**src/rtl/oaht_ram.sv**
```systemverilog
`default_nettype none
module oaht_ram #(
  parameter int Width = 8,
  parameter int Depth = 16
) (
  input  wire logic                     clk,
  input  wire logic                     we,
  input  wire logic [$clog2(Depth)-1:0] waddr,
  input  wire logic [Width-1:0]         wdata,
  input  wire logic [$clog2(Depth)-1:0] raddr,
  output      logic [Width-1:0]         rdata
);
  logic [Width-1:0] mem [Depth];
  always_ff @(posedge clk) begin
    if (we) mem[waddr] <= wdata;
    rdata <= mem[raddr];
  end
endmodule
`default_nettype wire

```
**config.mk**
```make
export PLATFORM = sky130hd
export DESIGN_NAME = oaht_ram
export DESIGN_NICKNAME = d
export VERILOG_FILES = /design/src/rtl/oaht_ram.sv
export SDC_FILE = /design/constraint.sdc
export NUM_CORES = 1
export LEC_CHECK = 0
export ABC_AREA = 0
export BUFFER_PORTS_ARGS = -buffer_cell sky130_fd_sc_hd__buf_2
export CAP_MARGIN = 20
export CELL_PAD_IN_SITES_DETAIL_PLACEMENT = 0
export CELL_PAD_IN_SITES_GLOBAL_PLACEMENT = 1
export CORE_MARGIN = 4
export CORE_UTILIZATION = 57
export DETAILED_ROUTE_END_ITERATION = 10
export PLACE_DENSITY = 0.85
export SLEW_MARGIN = 20
export SYNTH_ARGS = -nofsm -noshare
export SYNTH_HDL_FRONTEND = slang
export SYNTH_SLANG_ARGS = --single-unit
```
**constraint.sdc**
```tcl
create_clock -name clk -period 2.3 [get_ports clk]
set_input_delay 0.115 -clock clk [delete_from_list [all_inputs] [get_ports clk]]
set_output_delay 0.115 -clock clk [all_outputs]
set_load 0.005 [all_outputs]
```
== Yosys cells after proc, flatten, opt, wreduce, memory -nomap -nowiden ==
Memory sizes are Yosys's and may differ from the RTL's. A register that Yosys moved wholly into a read port is not among the register bits.
Index checks and enable logic that the tools add are counted.

* Register bits after elaboration: 0
* Bits in writable memories: 128
* Bits of input ports: 18
* Output and inout port bits: 8
* Word-level logic and storage cells: 3
* Memories: 1

{| class="wikitable"
|+ Memories
! memory !! words !! width !! rd ports !! clocked after Yosys merged registers in !! write ports !! line !! text
|-
| mem || 16 || 8 || 1 || 1 || 1 || 13 || <nowiki>logic [Width-1:0] mem [Depth];</nowiki>
|}

* Multiplexer cells: 2

{| class="wikitable"
|+ Operators with widths
! operator !! number
|-
| $mux W1 || 2
|}

== Logic depth before layout (Yosys ltp) ==
* Depth after elaboration: 2
* Mapped depth: 5
* Mapped depth without buffers: 3

== Worst setup path after synthesis ==
OpenSTA, ideal clock, no wires.

* Path kind: input -> register
* From: in waddr[2]
* To: mem mem[0][0] (enable)
* Arrival time: 1.225 ns
* Required time: 1.917 ns
* Setup slack: 0.692 ns
* Stages: 2
* Buffers on the path: 0
* Cell sequence: or3b_2 nor3_1

{| class="wikitable"
|+ RTL lines
! what !! line !! text
|-
| start, declared || 8 || <nowiki>input wire logic [$clog2(Depth)-1:0] waddr,</nowiki>
|-
| end, declared || 13 ||
|}

No word-level cell before the write port.

==> summary.txt <==
Outcome
  • Status: finished, final reports clean

GRT
  • First-pass GRT wire length: about 15 mm
  • Vias in the first global route: 2,699
  • Initial antenna violation count: 0
  • Largest net degree at the start of global routing: 33
  • Overflow after GRT: 0
  • Total GRT Usage: 0.216

Job
  • Max-cap viol count: 0

Final layout
  • Multi-input logic area: 0.00106 mm²
  • Commonest non-fill, non-tap cells in the layout: edfxtp_1, buf_2, mux4_2, buf_4
  • P&R area growth vs syn: 18.4%
  • Sequential cell area: roughly 0.0040 mm²
  • Util after Layout: 0.695
  • # nets final: roughly 310
  • Design Area, Final: 0.00609 mm²
  • FILL cells: around 520
  • Most common cell after layout, fill and taps aside: edfxtp_1
  • Layout cell share with drive strength beyond 1: 0.290
  • Antenna diodes: 0

Timing
  • Setup_tns: 0 ns
  • Unrepaired setup endpoints after global routing: false
  • Slew Limit Fails: 0
  • Final worst slack: 0.862 ns
  • Relative slew slack: 0.467
  • Final hold vios: 0
  • FMAX: slightly below 0.7 GHz
  • Crit path time final: 1.44 ns
  • Final setup violation count: 0
  • Worst-Margin Slew: roughly 0.80 ns
  • Clock skew: ~0.0046 ns
  • Final period utilization: 0.625

Worst setup path
  • Arrival @ worst endpoint: ~1.8 ns
  • Cell-by-cell trace of the critical path: mux4_1 > a22oi_1 > nand2_1
  • Startpoint types: flop
  • WP data required: about 2.7 ns
  • Slowest stage cell on the critical path: mux4_1
  • CP Max Fanout: 1
  • Max stage delay on crit path: roughly 0.53 ns
  • Crit. End Element: flop
  • WS Path Type: reg2reg

Clock network
  • Htree depth: 4
  • CTS sink cnt: about 140
  • TritonCTS clock tree: built
  • Post-CTS Setup Inserts: 0
  • CTS Buf Count: 17
  • Clock Tree Buf Depth: 2
  • Clock root buffer: clkbuf_8
  • Clk slew on worst S/H paths: 0.06 ns
  • Worst-skew pair later-pin latency: 0.52 ns

Power
  • Leak: between 0.002 and 0.0025 µW
  • Combinational group share of total power: 0.047
  • Total power: approximately 5500 µW
  • Flop pwr share: 0.506
  • Sw Share: 0.200
  • VDD IR max: between 500 and 600 µV
  • Internal power: around 4400 µW
  • Pwr/cell area: between 900 and 1000 mW/mm²
  • Clock power frac: 0.447
  • Net switching power: around 1100 µW

Routing
  • Final wirelength: between 10 and 15 mm
  • Per-cell routed wire length: 24.6 µm
  • Drt pass-1 iters: 4
  • Vias per inst: between 6 and 7
  • DRC viols: 0
  • Final ANT Viol Nets: 0
  • Via count: around 2,500
  • Iteration-0 DRC Markers: between 200 and 250

Floorplanning
  • Initial Util: 0.587
  • I/O pins: 26
  • Die footprint: ~0.011 mm²
  • Row cnt: 34
  • Die W: a little over 100 µm
  • Core area: around 0.0088 mm²
  • Die Ht: between 100 and 150 µm

Place
  • DP HPWL: ~5.9 mm
  • I/O Buffers: 25
  • Dpl ws: 0.687 ns
  • Routability congestion estimate: between 0.7 and 0.8
  • Post-Place Cell Area: approximately 0.0055 mm²

Logic synthesis
  • Synth Area per Inst: ~22 µm²
  • Mapped Cells: about 230
  • Post-Syn Nets: around 250
  • Post-synthesis cell type count: 19
  • Post-Syn Area: between 0.005 and 0.006 mm²
  • Seq/Total Area, Yosys: 0.778
  • Synthesized flop and latch total: ~140
  • Synthesis Warnings: 0

Worst hold path
  • HP Class: in2reg
## through the flow
| step | hold WS, ns | std cells |
|---|---|---|
| after floorplan | 0.214 | 229 |
| after global placement | 0.492 | 371 |
| after detailed placement | 0.497 | 371 |
| after CTS | 0.131 | 411 |
| after global routing | 0.177 | 411 |
| final | 0.156 | 411 |
## routing by layer
layer  part of all wire  track usage
met2               0.51        0.333
met3              0.079       0.0541
met5                  0            0
met1               0.38        0.285
met4              0.032        0.120
## path summary, 6_finish.rpt
kind | startpoint | endpoint | slack (ns) | cells past startpoint
max | mem[1][2] | rdata[2] | 0.86 | 3
min | waddr[0] | mem[8][1] | 0.16 | 3
max reg2reg | mem[1][2] | rdata[2] | 0.86 | 3
min reg2reg | mem[7][0] | rdata[0] | 0.68 | 3
## logic make-up (layout without fill, tap and decap cells)
group / count (synthesis) / in the layout / synth area share
and+or+nand+nor: 35 / 35 / 0.0318
AOI/OAI and AO/OA: 16 / 16 / 0.0233
buffers and inverters: 10 / 84 / 0.0168
muxes: 32 / 32 / 0.150
DFF: 136 / 136 / 0.778
## cells in the mapped netlist
library cell / instances / area (µm²)
buf_2: 3 / 15.0
nor2b_1: 1 / 6.26
nand3b_1: 2 / 15.0
nor2_1: 13 / 48.8
and2b_1: 1 / 7.51
and2_1: 1 / 6.26
dfxtp_1: 8 / 160
buf_4: 1 / 7.51
nand2b_1: 2 / 12.5
or3b_2: 1 / 8.76
clkdlybuf4s25_2: 3 / 30.0
buf_6: 3 / 33.8
mux4_1: 14 / 368
nor3_1: 4 / 20.0
a22oi_1: 16 / 120
nand3_1: 1 / 5.00
edfxtp_1: 128 / 3840
mux4_2: 18 / 405
nand2_1: 9 / 33.8
## registers in the layout (all words and copies together), names as in the netlist
name and count:
rdata 8, mem 128
## worst max-delay path: cells and delay by family (launching register included)
kind | cells | cell delay [ns]
AND/OR/NAND/NOR | 1 | 0.08
AO/OA/AOI/OAI | 1 | 0.32
multiplexers | 1 | 0.53
flip-flops | 1 | 0.38
## area by class of cell
class | count | share of cell area
flip-flops and latches | 136 | 0.657
clock buffers | 21 | 0.0704
repair buffers | 52 | 0.0591
well taps | 108 | 0.0222
multi-input cells | 83 | 0.174
clock inverters | 11 | 0.0175
## timing repair
item | 4_1_cts | 5_1_grt
hold endpoints to repair | 128 | 0
hold buffers | 8 | 0
gates resized for setup | 0 | 0
## power by group through the flow
stage	clock, µW	sequential, µW	combinational (µW)
after floorplan	0	2840	141
after global placement	0	2840	244
after detailed placement	0	2840	249
after CTS	2500	2790	263
after global routing	2580	2800	284
final	2460	2790	259
Power figures use the tool's default switching activity.
